$ cat config.mk
export PLATFORM = sky130hd
export DESIGN_NAME = led_blink_controller_top_flat
export DESIGN_NICKNAME = d
export VERILOG_FILES = /design/src/hw/rtl/lbc_pkg.sv /design/src/hw/rtl/lbc_if.sv /design/src/hw/rtl/led_blink_controller_top.sv /design/src/hw/rtl/lbc_decode.sv /design/src/hw/rtl/lbc_scale.sv /design/src/hw/rtl/lbc_core.sv /design/src/flat_wrapper.sv
export SDC_FILE = /design/constraint.sdc
export NUM_CORES = 2
export LEC_CHECK = 0
export BUFFER_PORTS_ARGS = -buffer_cell sky130_fd_sc_hd__buf_2
export CAP_MARGIN = 20
export CELL_PAD_IN_SITES_DETAIL_PLACEMENT = 0
export CELL_PAD_IN_SITES_GLOBAL_PLACEMENT = 1
export CORE_MARGIN = 2
export CORE_UTILIZATION = 56
export DETAILED_ROUTE_END_ITERATION = 10
export PLACE_DENSITY = 0.89
export SYNTH_ARGS = -nofsm -noshare
export SYNTH_HDL_FRONTEND = slang
export SYNTH_SLANG_ARGS = --single-unit
$ cat constraint.sdc
create_clock -name clk -period 15.5 [get_ports clk]
set_input_delay 0 -clock clk [delete_from_list [all_inputs] [get_ports clk]]
set_output_delay 0 -clock clk [all_outputs]
set_load 0.005 [all_outputs]
$ cat src/hw/rtl/lbc_pkg.sv
// ----------------------------------------------------------------------------
// lbc_pkg: shared definitions of the LED blink controller
// Field widths, command and action codes, mode bit positions, register
// indexes, reset values and the words passed between pipeline stages.
// ----------------------------------------------------------------------------
package lbc_pkg;

	localparam int NUM_LEDS    = 4;
	localparam int OP_W        = 3;
	localparam int SMODE_W     = 3;
	localparam int COUNT_W     = 8;
	localparam int PCT_W       = 8;
	localparam int DUTY_W      = 7;
	localparam int PERIOD_W    = 16;
	localparam int WAIT_W      = 16;
	localparam int MODE_W      = 3;
	localparam int PROD_W      = DUTY_W + PERIOD_W;
	localparam int RECIP_W     = 24;
	localparam int FULL_W      = PROD_W + RECIP_W;
	localparam int RECIP_SHIFT = 30;
	localparam int CFG_IDX_W   = 2;
	localparam int CFG_DATA_W  = 16;

	// ceil(2^30 / 100): exact quotient for every product below 2^23
	localparam logic [RECIP_W-1:0]  RECIP_100 = 24'd10737419;
	localparam logic [PCT_W-1:0]    PCT_FULL  = 8'd100;
	localparam logic [DUTY_W-1:0]   DUTY_FULL = 7'd100;

	localparam logic [COUNT_W-1:0]  RST_FLASH_COUNT = 8'd4;
	localparam logic [DUTY_W-1:0]   RST_DUTY        = 7'd50;
	localparam logic [PERIOD_W-1:0] RST_PERIOD      = 16'd1000;

	// mode bit positions
	localparam int MB_ON    = 0;
	localparam int MB_BLINK = 1;
	localparam int MB_FLASH = 2;

	typedef logic [NUM_LEDS-1:0] led_vec_t;

	typedef enum logic [CFG_IDX_W-1:0] {
		CFG_FLASH_COUNT = 2'd0,
		CFG_DUTY        = 2'd1,
		CFG_PERIOD      = 2'd2
	} cfg_idx_t;

	typedef enum logic [OP_W-1:0] {
		OP_TICK  = 3'd0,
		OP_SET   = 3'd1,
		OP_BLINK = 3'd2,
		OP_SLEEP = 3'd3,
		OP_WAKE  = 3'd4
	} op_t;

	typedef enum logic [SMODE_W-1:0] {
		SM_OFF    = 3'd0,
		SM_ON     = 3'd1,
		SM_TOGGLE = 3'd2,
		SM_ONCE   = 3'd3,
		SM_FLASH  = 3'd4
	} smode_t;

	typedef enum logic [2:0] {
		ACT_NONE   = 3'd0,
		ACT_OFF    = 3'd1,
		ACT_ON     = 3'd2,
		ACT_TOGGLE = 3'd3,
		ACT_BLINK  = 3'd4,
		ACT_TICK   = 3'd5,
		ACT_SLEEP  = 3'd6,
		ACT_WAKE   = 3'd7
	} act_t;

	typedef struct packed {
		logic [OP_W-1:0]     op;
		led_vec_t            mask;
		logic [SMODE_W-1:0]  smode;
		logic [COUNT_W-1:0]  count;
		logic [PCT_W-1:0]    pct;
		logic [PERIOD_W-1:0] period;
	} cmd_t;

	typedef struct packed {
		act_t                act;
		logic                upd;
		led_vec_t            mask;
		logic [COUNT_W-1:0]  count;
		logic [PROD_W-1:0]   on_prod;
		logic [PROD_W-1:0]   off_prod;
	} dec_t;

	typedef struct packed {
		act_t                act;
		logic                upd;
		led_vec_t            mask;
		logic [COUNT_W-1:0]  count;
		logic [WAIT_W-1:0]   on_wait;
		logic [WAIT_W-1:0]   off_wait;
	} scl_t;

endpackage

$ cat src/hw/rtl/lbc_if.sv
// ----------------------------------------------------------------------------
// lbc_if: command and response channels of the LED blink controller
// Valid/ready channels; a word moves when valid and ready are both high.
// ----------------------------------------------------------------------------
interface lbc_in_if;
	logic                         valid;
	logic                         ready;
	logic [lbc_pkg::OP_W-1:0]     op;
	logic [lbc_pkg::NUM_LEDS-1:0] led_mask;
	logic [lbc_pkg::SMODE_W-1:0]  set_mode;
	logic [lbc_pkg::COUNT_W-1:0]  blink_count;
	logic [lbc_pkg::PCT_W-1:0]    on_percent;
	logic [lbc_pkg::PERIOD_W-1:0] period_ms;

	modport source (
		output valid, op, led_mask, set_mode, blink_count, on_percent, period_ms,
		input  ready
	);
	modport sink (
		input  valid, op, led_mask, set_mode, blink_count, on_percent, period_ms,
		output ready
	);
endinterface

interface lbc_out_if;
	logic                         valid;
	logic                         ready;
	logic [lbc_pkg::NUM_LEDS-1:0] led_state;
	logic [lbc_pkg::WAIT_W-1:0]   next_wait_ms;

	modport source (
		output valid, led_state, next_wait_ms,
		input  ready
	);
	modport sink (
		input  valid, led_state, next_wait_ms,
		output ready
	);
endinterface

$ cat src/hw/rtl/led_blink_controller_top.sv
// ----------------------------------------------------------------------------
// led_blink_controller_top: four-LED blink engine
// Command in, LED state and shortest pending wait out, one word per command.
// ----------------------------------------------------------------------------
// Usage:
//   cmd carries one command word: a 1 ms tick, a set command on an LED mask,
//   a blink command (count, on percent, period), sleep entry or sleep exit.
//   rsp returns one word per command: the LED on states and the shortest
//   nonzero countdown left after the update step (zero if none or asleep).
//   cfg_wr_en / cfg_index / cfg_data write the flash count (index 0), the
//   default on percent (1) and the default period in ms (2); write them only
//   while no command is in flight.
//   Throughput: one command per cycle while rsp is taken; the four stages are
//   command register, share product, divide by 100, then LED update with result register.
//   Reset: all LEDs off and idle, awake, defaults 4 / 50 % / 1000 ms.
//   Stall: when rsp is not taken the pipeline fills its bubbles and holds up
//   to four words; cmd.ready then drops until the result is taken.
// ----------------------------------------------------------------------------
module led_blink_controller_top (
	input  logic                           clk,
	input  logic                           arst_n,
	lbc_in_if.sink                         cmd,
	lbc_out_if.source                      rsp,
	input  logic                           cfg_wr_en,
	input  logic [lbc_pkg::CFG_IDX_W-1:0]  cfg_index,
	input  logic [lbc_pkg::CFG_DATA_W-1:0] cfg_data
);

	logic          dec_valid;
	logic          dec_ready;
	lbc_pkg::dec_t dec;
	logic          scl_valid;
	logic          scl_ready;
	lbc_pkg::scl_t scl;

	lbc_decode u_decode (
		.clk       (clk),
		.arst_n    (arst_n),
		.cmd       (cmd),
		.cfg_wr_en (cfg_wr_en),
		.cfg_index (cfg_index),
		.cfg_data  (cfg_data),
		.dec_valid (dec_valid),
		.dec_ready (dec_ready),
		.dec       (dec)
	);

	lbc_scale u_scale (
		.clk       (clk),
		.arst_n    (arst_n),
		.dec_valid (dec_valid),
		.dec_ready (dec_ready),
		.dec       (dec),
		.scl_valid (scl_valid),
		.scl_ready (scl_ready),
		.scl       (scl)
	);

	lbc_core u_core (
		.clk       (clk),
		.arst_n    (arst_n),
		.scl_valid (scl_valid),
		.scl_ready (scl_ready),
		.scl       (scl),
		.rsp       (rsp)
	);

endmodule

$ cat src/hw/rtl/lbc_decode.sv
// ----------------------------------------------------------------------------
// lbc_decode: command register, decode and share products
// Holds the default registers, registers the incoming command, turns it into
// an LED action and forms on share x period and off share x period.
// ----------------------------------------------------------------------------
module lbc_decode (
	input  logic                             clk,
	input  logic                             arst_n,
	lbc_in_if.sink                           cmd,
	input  logic                             cfg_wr_en,
	input  logic [lbc_pkg::CFG_IDX_W-1:0]    cfg_index,
	input  logic [lbc_pkg::CFG_DATA_W-1:0]   cfg_data,
	output logic                             dec_valid,
	input  logic                             dec_ready,
	output lbc_pkg::dec_t                    dec
);

	logic [lbc_pkg::COUNT_W-1:0]  flash_q;
	logic [lbc_pkg::DUTY_W-1:0]   duty_q;
	logic [lbc_pkg::PERIOD_W-1:0] period_q;

	logic          valid_s1;
	lbc_pkg::cmd_t cmd_s1;
	logic          valid_s2;
	lbc_pkg::dec_t dec_s2;
	logic          s1_ready;
	logic          s2_ready;

	lbc_pkg::act_t                act;
	logic                         upd;
	logic                         blink_like;
	logic [lbc_pkg::COUNT_W-1:0]  b_count;
	logic [lbc_pkg::PCT_W-1:0]    b_pct;
	logic [lbc_pkg::PERIOD_W-1:0] b_period;
	logic [lbc_pkg::DUTY_W-1:0]   duty7;
	logic [lbc_pkg::PROD_W-1:0]   on_prod;
	logic [lbc_pkg::PROD_W-1:0]   off_prod;

	assign s2_ready  = !valid_s2 || dec_ready;
	assign s1_ready  = !valid_s1 || s2_ready;
	assign cmd.ready = s1_ready;
	assign dec_valid = valid_s2;
	assign dec       = dec_s2;

	always_ff @(posedge clk or negedge arst_n) begin
		if (!arst_n) begin
			flash_q  <= lbc_pkg::RST_FLASH_COUNT;
			duty_q   <= lbc_pkg::RST_DUTY;
			period_q <= lbc_pkg::RST_PERIOD;
		end else if (cfg_wr_en) begin
			unique case (lbc_pkg::cfg_idx_t'(cfg_index))
				lbc_pkg::CFG_FLASH_COUNT: flash_q  <= cfg_data[lbc_pkg::COUNT_W-1:0];
				lbc_pkg::CFG_DUTY:        duty_q   <= cfg_data[lbc_pkg::DUTY_W-1:0];
				lbc_pkg::CFG_PERIOD:      period_q <= cfg_data[lbc_pkg::PERIOD_W-1:0];
				default: ;
			endcase
		end
	end

	always_ff @(posedge clk or negedge arst_n) begin
		if (!arst_n) begin
			valid_s1 <= 1'b0;
			valid_s2 <= 1'b0;
		end else begin
			if (s1_ready) begin
				valid_s1 <= cmd.valid;
			end
			if (s2_ready) begin
				valid_s2 <= valid_s1;
			end
		end
	end

	always_ff @(posedge clk) begin
		if (cmd.valid && s1_ready) begin
			cmd_s1.op     <= cmd.op;
			cmd_s1.mask   <= cmd.led_mask;
			cmd_s1.smode  <= cmd.set_mode;
			cmd_s1.count  <= cmd.blink_count;
			cmd_s1.pct    <= cmd.on_percent;
			cmd_s1.period <= cmd.period_ms;
		end
		if (valid_s1 && s2_ready) begin
			dec_s2.act      <= act;
			dec_s2.upd      <= upd;
			dec_s2.mask     <= cmd_s1.mask;
			dec_s2.count    <= b_count;
			dec_s2.on_prod  <= on_prod;
			dec_s2.off_prod <= off_prod;
		end
	end

	always_comb begin
		act        = lbc_pkg::ACT_NONE;
		upd        = 1'b0;
		blink_like = 1'b0;
		b_count    = cmd_s1.count;
		b_pct      = cmd_s1.pct;
		b_period   = cmd_s1.period;
		unique case (lbc_pkg::op_t'(cmd_s1.op))
			lbc_pkg::OP_TICK: begin
				act = lbc_pkg::ACT_TICK;
				upd = 1'b1;
			end
			lbc_pkg::OP_SET: begin
				upd = 1'b1;
				unique case (lbc_pkg::smode_t'(cmd_s1.smode))
					lbc_pkg::SM_OFF:    act = lbc_pkg::ACT_OFF;
					lbc_pkg::SM_ON:     act = lbc_pkg::ACT_ON;
					lbc_pkg::SM_TOGGLE: act = lbc_pkg::ACT_TOGGLE;
					lbc_pkg::SM_ONCE: begin
						blink_like = 1'b1;
						b_count    = lbc_pkg::COUNT_W'(1);
						b_pct      = {1'b0, duty_q};
						b_period   = period_q;
					end
					lbc_pkg::SM_FLASH: begin
						blink_like = 1'b1;
						b_count    = flash_q;
						b_pct      = {1'b0, duty_q};
						b_period   = period_q;
					end
					default: act = lbc_pkg::ACT_NONE;
				endcase
			end
			lbc_pkg::OP_BLINK: begin
				blink_like = 1'b1;
				upd        = 1'b1;
			end
			lbc_pkg::OP_SLEEP: act = lbc_pkg::ACT_SLEEP;
			lbc_pkg::OP_WAKE:  act = lbc_pkg::ACT_WAKE;
			default:           act = lbc_pkg::ACT_NONE;
		endcase

		// empty mask, zero share or zero period drop to plain off; a share of 100 or more to plain on
		if (blink_like) begin
			if (cmd_s1.mask == '0 || b_pct == '0 || b_period == '0) begin
				act = lbc_pkg::ACT_OFF;
			end else if (b_pct >= lbc_pkg::PCT_FULL) begin
				act = lbc_pkg::ACT_ON;
			end else begin
				act = lbc_pkg::ACT_BLINK;
			end
		end
	end

	assign duty7    = b_pct[lbc_pkg::DUTY_W-1:0];
	assign on_prod  = lbc_pkg::PROD_W'(duty7) * lbc_pkg::PROD_W'(b_period);
	assign off_prod = lbc_pkg::PROD_W'(lbc_pkg::DUTY_FULL - duty7)
	                  * lbc_pkg::PROD_W'(b_period);

endmodule

$ cat src/hw/rtl/lbc_scale.sv
// ----------------------------------------------------------------------------
// lbc_scale: divide the share products by 100
// Multiplies each product by a scaled reciprocal of 100 and registers the
// on and off reload values.
// ----------------------------------------------------------------------------
module lbc_scale (
	input  logic          clk,
	input  logic          arst_n,
	input  logic          dec_valid,
	output logic          dec_ready,
	input  lbc_pkg::dec_t dec,
	output logic          scl_valid,
	input  logic          scl_ready,
	output lbc_pkg::scl_t scl
);

	logic          valid_s3;
	lbc_pkg::scl_t scl_s3;
	logic [lbc_pkg::FULL_W-1:0] on_full;
	logic [lbc_pkg::FULL_W-1:0] off_full;

	assign dec_ready = !valid_s3 || scl_ready;
	assign scl_valid = valid_s3;
	assign scl       = scl_s3;

	assign on_full  = lbc_pkg::FULL_W'(dec.on_prod)  * lbc_pkg::FULL_W'(lbc_pkg::RECIP_100);
	assign off_full = lbc_pkg::FULL_W'(dec.off_prod) * lbc_pkg::FULL_W'(lbc_pkg::RECIP_100);

	always_ff @(posedge clk or negedge arst_n) begin
		if (!arst_n) begin
			valid_s3 <= 1'b0;
		end else if (dec_ready) begin
			valid_s3 <= dec_valid;
		end
	end

	always_ff @(posedge clk) begin
		if (dec_valid && dec_ready) begin
			scl_s3.act      <= dec.act;
			scl_s3.upd      <= dec.upd;
			scl_s3.mask     <= dec.mask;
			scl_s3.count    <= dec.count;
			scl_s3.on_wait  <= on_full[lbc_pkg::RECIP_SHIFT +: lbc_pkg::WAIT_W];
			scl_s3.off_wait <= off_full[lbc_pkg::RECIP_SHIFT +: lbc_pkg::WAIT_W];
		end
	end

endmodule

$ cat src/hw/rtl/lbc_core.sv
// ----------------------------------------------------------------------------
// lbc_core: per-LED blink state and result register
// Applies the action to each LED lane, runs the update step, finds the
// shortest pending wait and registers the response word.
// ----------------------------------------------------------------------------
module lbc_core (
	input  logic          clk,
	input  logic          arst_n,
	input  logic          scl_valid,
	output logic          scl_ready,
	input  lbc_pkg::scl_t scl,
	lbc_out_if.source     rsp
);

	logic [lbc_pkg::MODE_W-1:0]  mode_q     [lbc_pkg::NUM_LEDS];
	logic [lbc_pkg::COUNT_W-1:0] blinks_q   [lbc_pkg::NUM_LEDS];
	logic [lbc_pkg::WAIT_W-1:0]  on_wait_q  [lbc_pkg::NUM_LEDS];
	logic [lbc_pkg::WAIT_W-1:0]  off_wait_q [lbc_pkg::NUM_LEDS];
	logic [lbc_pkg::WAIT_W-1:0]  cd_q       [lbc_pkg::NUM_LEDS];
	lbc_pkg::led_vec_t           lit_q;
	lbc_pkg::led_vec_t           saved_q;
	logic                        asleep_q;

	logic [lbc_pkg::MODE_W-1:0]  mode_nxt     [lbc_pkg::NUM_LEDS];
	logic [lbc_pkg::COUNT_W-1:0] blinks_nxt   [lbc_pkg::NUM_LEDS];
	logic [lbc_pkg::WAIT_W-1:0]  on_wait_nxt  [lbc_pkg::NUM_LEDS];
	logic [lbc_pkg::WAIT_W-1:0]  off_wait_nxt [lbc_pkg::NUM_LEDS];
	logic [lbc_pkg::WAIT_W-1:0]  cd_nxt       [lbc_pkg::NUM_LEDS];
	logic [lbc_pkg::WAIT_W-1:0]  wait_v       [lbc_pkg::NUM_LEDS];
	lbc_pkg::led_vec_t           lit_nxt;
	logic [lbc_pkg::WAIT_W-1:0]  next_min;

	logic                        out_valid_q;
	lbc_pkg::led_vec_t           led_state_q;
	logic [lbc_pkg::WAIT_W-1:0]  next_wait_q;
	logic                        fire;
	lbc_pkg::led_vec_t           blink_vec;

	assign scl_ready        = !out_valid_q || rsp.ready;
	assign fire             = scl_valid && scl_ready;
	assign rsp.valid        = out_valid_q;
	assign rsp.led_state    = led_state_q;
	assign rsp.next_wait_ms = next_wait_q;

	always_comb begin
		logic [lbc_pkg::MODE_W-1:0]  m;
		logic [lbc_pkg::COUNT_W-1:0] bl;
		logic [lbc_pkg::WAIT_W-1:0]  cd;
		logic [lbc_pkg::WAIT_W-1:0]  onw;
		logic [lbc_pkg::WAIT_W-1:0]  offw;
		logic [lbc_pkg::WAIT_W-1:0]  wt;
		logic                        lit;
		logic                        run;

		run     = scl.upd && !asleep_q;
		lit_nxt = lit_q;
		for (int i = 0; i < lbc_pkg::NUM_LEDS; i++) begin
			m    = mode_q[i];
			bl   = blinks_q[i];
			cd   = cd_q[i];
			onw  = on_wait_q[i];
			offw = off_wait_q[i];
			lit  = lit_q[i];
			wt   = '0;

			unique case (scl.act)
				lbc_pkg::ACT_NONE: ;
				lbc_pkg::ACT_TICK: begin
					if (!asleep_q && m[lbc_pkg::MB_BLINK] && cd != '0) begin
						cd = cd - lbc_pkg::WAIT_W'(1);
					end
				end
				lbc_pkg::ACT_OFF: begin
					if (scl.mask[i]) begin
						m   = '0;
						lit = 1'b0;
					end
				end
				lbc_pkg::ACT_ON: begin
					if (scl.mask[i]) begin
						m                = '0;
						m[lbc_pkg::MB_ON] = 1'b1;
						lit              = 1'b1;
					end
				end
				lbc_pkg::ACT_TOGGLE: begin
					// flip the on bit only, so a blinking lane keeps blinking
					if (scl.mask[i]) begin
						m[lbc_pkg::MB_ON] = !m[lbc_pkg::MB_ON];
						lit               = m[lbc_pkg::MB_ON];
					end
				end
				lbc_pkg::ACT_BLINK: begin
					if (scl.mask[i]) begin
						m                    = '0;
						m[lbc_pkg::MB_BLINK] = 1'b1;
						m[lbc_pkg::MB_FLASH] = (scl.count == '0);
						bl                   = scl.count;
						onw                  = scl.on_wait;
						offw                 = scl.off_wait;
						cd                   = '0;
					end
				end
				lbc_pkg::ACT_SLEEP: lit = 1'b0;
				lbc_pkg::ACT_WAKE:  lit = lit | saved_q[i];
			endcase

			// update step: an expired countdown flips the lane and reloads, or ends the blink once the count is used up
			if (run && m[lbc_pkg::MB_BLINK]) begin
				if (cd == '0) begin
					if (m[lbc_pkg::MB_ON]) begin
						m[lbc_pkg::MB_ON] = 1'b0;
						lit               = 1'b0;
						if (!m[lbc_pkg::MB_FLASH]) begin
							bl = bl - lbc_pkg::COUNT_W'(1);
						end
						cd = offw;
						wt = offw;
					end else if (bl == '0 && !m[lbc_pkg::MB_FLASH]) begin
						m[lbc_pkg::MB_BLINK] = 1'b0;
					end else begin
						m[lbc_pkg::MB_ON] = 1'b1;
						lit               = 1'b1;
						cd                = onw;
						wt                = onw;
					end
				end else begin
					wt = cd;
				end
			end

			mode_nxt[i]     = m;
			blinks_nxt[i]   = bl;
			cd_nxt[i]       = cd;
			on_wait_nxt[i]  = onw;
			off_wait_nxt[i] = offw;
			lit_nxt[i]      = lit;
			wait_v[i]       = wt;
		end
	end

	// shortest nonzero wait; idle lanes carry zero and never win
	always_comb begin
		next_min = '0;
		for (int i = 0; i < lbc_pkg::NUM_LEDS; i++) begin
			if (next_min == '0 || (wait_v[i] != '0 && wait_v[i] < next_min)) begin
				next_min = wait_v[i];
			end
		end
	end

	always_ff @(posedge clk or negedge arst_n) begin
		if (!arst_n) begin
			for (int i = 0; i < lbc_pkg::NUM_LEDS; i++) begin
				mode_q[i]     <= '0;
				blinks_q[i]   <= '0;
				on_wait_q[i]  <= '0;
				off_wait_q[i] <= '0;
				cd_q[i]       <= '0;
			end
			lit_q    <= '0;
			saved_q  <= '0;
			asleep_q <= 1'b0;
		end else if (fire) begin
			for (int i = 0; i < lbc_pkg::NUM_LEDS; i++) begin
				mode_q[i]     <= mode_nxt[i];
				blinks_q[i]   <= blinks_nxt[i];
				on_wait_q[i]  <= on_wait_nxt[i];
				off_wait_q[i] <= off_wait_nxt[i];
				cd_q[i]       <= cd_nxt[i];
			end
			lit_q <= lit_nxt;
			if (scl.act == lbc_pkg::ACT_SLEEP) begin
				saved_q  <= lit_q;
				asleep_q <= 1'b1;
			end else if (scl.act == lbc_pkg::ACT_WAKE) begin
				asleep_q <= 1'b0;
			end
		end
	end

	always_ff @(posedge clk or negedge arst_n) begin
		if (!arst_n) begin
			out_valid_q <= 1'b0;
		end else if (scl_ready) begin
			out_valid_q <= scl_valid;
		end
	end

	always_ff @(posedge clk) begin
		if (fire) begin
			led_state_q <= lit_nxt;
			next_wait_q <= next_min;
		end
	end

	always_comb begin
		for (int i = 0; i < lbc_pkg::NUM_LEDS; i++) begin
			blink_vec[i] = mode_q[i][lbc_pkg::MB_BLINK];
		end
	end

	a_sleep_no_wait: assert property (@(posedge clk) disable iff (!arst_n)
		(fire && asleep_q) |=> (next_wait_q == '0))
		else $error("pending wait reported while asleep");

	a_sleep_dark: assert property (@(posedge clk) disable iff (!arst_n)
		(fire && scl.act == lbc_pkg::ACT_SLEEP) |=> (lit_q == '0 && asleep_q))
		else $error("sleep entry left an LED lit or the block awake");

	a_wake: assert property (@(posedge clk) disable iff (!arst_n)
		(fire && scl.act == lbc_pkg::ACT_WAKE) |=> (!asleep_q && ((lit_q & $past(saved_q)) == $past(saved_q))))
		else $error("wake did not restore the saved LEDs");

	a_wait_needs_blink: assert property (@(posedge clk) disable iff (!arst_n)
		(out_valid_q && next_wait_q != '0) |-> (blink_vec != '0))
		else $error("pending wait reported with no LED blinking");

endmodule
$ cat src/flat_wrapper.sv
// flat-port wrapper written by rule: the top's interface ports become plain ports
module led_blink_controller_top_flat 
  (clk, arst_n, cfg_wr_en, cfg_index, cfg_data, cmd_valid, cmd_op, cmd_led_mask, cmd_set_mode, cmd_blink_count, cmd_on_percent, cmd_period_ms, cmd_ready, rsp_valid, rsp_led_state, rsp_next_wait_ms, rsp_ready);
  lbc_in_if cmd_i ();
  lbc_out_if rsp_i ();
  input  logic clk;
  input  logic arst_n;
  input  logic cfg_wr_en;
  input  logic [lbc_pkg::CFG_IDX_W-1:0] cfg_index;
  input  logic [lbc_pkg::CFG_DATA_W-1:0] cfg_data;
  input wire logic [$bits(cmd_i.valid)-1:0] cmd_valid;
  input wire logic [$bits(cmd_i.op)-1:0] cmd_op;
  input wire logic [$bits(cmd_i.led_mask)-1:0] cmd_led_mask;
  input wire logic [$bits(cmd_i.set_mode)-1:0] cmd_set_mode;
  input wire logic [$bits(cmd_i.blink_count)-1:0] cmd_blink_count;
  input wire logic [$bits(cmd_i.on_percent)-1:0] cmd_on_percent;
  input wire logic [$bits(cmd_i.period_ms)-1:0] cmd_period_ms;
  output wire logic [$bits(cmd_i.ready)-1:0] cmd_ready;
  output wire logic [$bits(rsp_i.valid)-1:0] rsp_valid;
  output wire logic [$bits(rsp_i.led_state)-1:0] rsp_led_state;
  output wire logic [$bits(rsp_i.next_wait_ms)-1:0] rsp_next_wait_ms;
  input wire logic [$bits(rsp_i.ready)-1:0] rsp_ready;
  assign cmd_i.valid = cmd_valid;
  assign cmd_i.op = cmd_op;
  assign cmd_i.led_mask = cmd_led_mask;
  assign cmd_i.set_mode = cmd_set_mode;
  assign cmd_i.blink_count = cmd_blink_count;
  assign cmd_i.on_percent = cmd_on_percent;
  assign cmd_i.period_ms = cmd_period_ms;
  assign cmd_ready = cmd_i.ready;
  assign rsp_valid = rsp_i.valid;
  assign rsp_led_state = rsp_i.led_state;
  assign rsp_next_wait_ms = rsp_i.next_wait_ms;
  assign rsp_i.ready = rsp_ready;
  led_blink_controller_top u_core (.clk(clk), .arst_n(arst_n), .cmd(cmd_i), .rsp(rsp_i), .cfg_wr_en(cfg_wr_en), .cfg_index(cfg_index), .cfg_data(cfg_data));
endmodule
==> out/qor.yml <==
status: "complete, no violations"
worst-r2r-cell-count: 44
num_vias: 38363
clk_path_buf_depth: 3
synthFlopType: "dfrtp_1"
vias_per_cell: 5.907
fmax_mhz: 85.07
synth-edff-count: 171
numCtsBuffers: 53
relSlewSlack: 0.3250
ys_ff_latch: 451
cp-end-kind: "register"
syn2layout_area_growth_pct: 8.633
fin_crit_sh: 0.7584
skew_ps: 60.11
grt_use_total: 0.3140
fin_util: 0.6161
die-area_um2: 92200
drtIter0Drc: 3197
syn_nets: 6415
io_buffers: 86
syn-cell-area_um2: 50280
drt-total-wl_mm: 142.6
cp.arrival_ps: 12160
ys.warnings.count: 0
ant_nets: 0
fillers: 7401
root_buffer: "clkbuf_16"
report.final.slew_viol_count: 0
cts_tree: "yes"
period_needed_ps: 11760
final.setup.tns_ps: 0
num_rows: 109
hold_path.class: "primary input to async pin"
synth_top_area_cell: "fa_1"
grt_overflow_total: 0
crit_required_ps: 15900
fp.dieH_um: 303.6
yosysSeqAreaShare: 0.2417
finalSetupViolCount: 0
drc: 0
cp-start-kind: "register"
clk_pin_slew_ps: 60
antenna_found_initial: 4
reg2reg_slack_ps: 3740
synth.area.top_cells: "fa_1 22%, ha_1 16%, dfrtp_1 13%"
worst_slew_pin_slew_ps: 1009
rsz0062_at_grt: "false"
finalWeightedCongestion: 0.9446
criticalPathCategory: "register to register"
num_io_pins: 87
synth_cell_type_count: 89
placeableCoreArea_um2: 88650
regToRegEndpoint: "u_core.u_core.rsp.next_wait_ms[0]"
initial_core_util: 0.5672
dieWidth_um: 303.6
crit_path_max_fanout: 29
critPathBufInv: 4
wl_per_cell_um: 21.95
htreeDepth: 2
stdcell_area_um2: 54620
placed_area_um2: 52190
clk_latency_ps: 660
synth_top_area_share: 0.2166
multi_input_area_um2: 34290
layout.nets: 6518
grt_pass1_vias: 39432
grt_max_degree: 101
critPathTopFamily: "compound AO/OA/AOI/OAI gates"
drv_cap: 0
slowest_delay_ps: 860
drive_gt1_frac: 0.09478
postSynthAreaPerCell_um2: 9.706
grt_pass1_wl_mm: 225.5
seqCellArea_um2: 12150
firstDrtPassIters: 6
clkSinkCount: 451
async_flop_share: 0.6208
hpwl_mm: 111.4
slowest_stage: "a211oi_4"
hold_violations: 0
syn_inst: 5180
r2r_start: "u_core.u_scale.scl[47]"
[Yosys cell counts, drive strengths merged, types with 20 or more instances]
cell	number
inv	888
ha	626
fa	544
nand2	524
nor2	361
dfrtp	270
a21oi	207
mux2	184
o21ai	178
edfxtp	171
clkbuf	145
mux2i	137
nor3	95
xnor2	60
nor4	56
nand3	55
nand4	51
a21o	41
nand2b	36
a211oi	33
o22ai	33
a31oi	31
and2	30
buf	28
o21a	27
nor2b	25
o211ai	22
o21bai	21
xor2	20
[sequential cells by signal, summed over array words and instances (netlist names)]
| register | flops |
|---|---|
| u_core.u_core.cd_q | 64 |
| u_core.u_core.off_wait_q | 64 |
| u_core.u_core.on_wait_q | 64 |
| u_core.u_decode.dec | 61 |
| u_core.u_scale.scl | 48 |
| u_core.u_decode.cmd_s1 | 42 |
| u_core.u_core.blinks_q | 32 |
| u_core.u_core.rsp.next_wait_ms | 16 |
| u_core.u_decode.period_q | 16 |
| u_core.u_core.mode_q | 8 |
| u_core.u_decode.flash_q | 8 |
| u_core.u_decode.duty_q | 7 |
| u_core.u_core.blink_vec | 4 |
| u_core.u_core.lit_q | 4 |
| u_core.u_core.rsp.led_state | 4 |
| u_core.u_core.saved_q | 4 |
| u_core.u_core.asleep_q | 1 |
| u_core.u_core.rsp.valid | 1 |
| u_core.u_decode.dec_valid | 1 |
| u_core.u_decode.valid_s1 | 1 |
| u_core.u_scale.scl_valid | 1 |
[through the flow]
step                      worst slack, ps  std cells  hold WS (ps)
after floorplan                      5319       5180        -295.6
after global placement               3527       6327         132.7
after detailed placement             3516       6327         132.6
after CTS                            3485       6491         32.00
after global routing                 2757       6493         61.03
final                                3745       6494         1.052
[routing by layer]
| metal | global-route usage | share of wire | wire, um |
|---|---|---|---|
| met4 | 0.1092 | 0.040 | 5717 |
| met2 | 0.5212 | 0.47 | 67590 |
| met5 | 0 | 0.00029 | 42 |
| met1 | 0.4239 | 0.42 | 59680 |
| met3 | 0.04418 | 0.067 | 9540 |
[cell usage in the layout, fill, tap and decap left out, drive strengths merged, types with 15 or more instances in the layout]
master / n
o21a: 27
o22a: 16
a2111oi: 17
a21o: 41
o21ai: 178
clkinv: 26
mux4: 15
nor2b: 25
o22ai: 33
xor2: 20
nor4: 56
a211oi: 33
mux2: 184
fa: 544
ha: 626
clkbuf: 61
nand3: 55
and2: 30
o211ai: 22
edfxtp: 171
o21bai: 21
buf: 156
dfrtp: 270
dlygate4sd3: 64
nand4: 51
nor3: 95
or3: 18
a31oi: 31
mux2i: 137
a21oi: 207
inv: 895
xnor2: 60
a22o: 19
nand2b: 36
nand2: 524
nor2: 361
[worst register-to-register path: cells and delay by family, from the launching register on]
kind                       cells  cell delay (ps)
buffers and inverters          4              770
and+or+nand+nor               18             3980
adders and majority gates      3              880
AOI/OAI and AO/OA             17             4730
muxes                          2              850
DFF                            1              320
[logic make-up (layout without fill, tap and decap cells)]
kind of cell | Yosys count | after routing | share of synthesized area
flops | 451 | 451 | 0.2417
xor+xnor | 80 | 80 | 0.01394
simple gates | 1330 | 1330 | 0.1213
fa+ha+maj | 1170 | 1170 | 0.3724
mux | 336 | 336 | 0.07535
buf+inv | 1061 | 1209 | 0.07953
compound gates | 752 | 752 | 0.09576
other cells | 0 | 1 | 0
[repair_timing]
action,in CTS,in global routing
buffers inserted,0,0
resized for setup,0,0
hold buffers,64,0
endpoints found under the hold margin,176,0
[how the worst max path moves through the flow]
stage | start | endpoint | depth (start not counted)
global route | u_core.u_core.cd_q[32] | u_core.u_core.rsp.next_wait_ms[0] | 45
detailed placement | u_core.u_scale.scl[47] | u_core.u_core.rsp.next_wait_ms[0] | 42
global placement | u_core.u_scale.scl[47] | u_core.u_core.rsp.next_wait_ms[15] | 42
finish | u_core.u_scale.scl[47] | u_core.u_core.rsp.next_wait_ms[0] | 44
CTS | u_core.u_scale.scl[47] | u_core.u_core.rsp.next_wait_ms[0] | 42
floorplan | u_core.u_scale.scl[46] | u_core.u_core.rsp.next_wait_ms[14] | 51
[layout make-up]
type                            instances  share of cell area
Multi-Input combinational cell       3668              0.6277
Sequential cell                       451              0.2225
Inverter                              888             0.06107
Timing Repair Buffer                  221             0.02960
Tap cell                             1165             0.02669
Clock buffer                           61             0.02559
Clock inverter                         39            0.006781
Antenna cell                            1          0.00004581
Power is not shown: default switching activity piles up to over one toggle a cycle in this logic, so the estimate is an artifact.
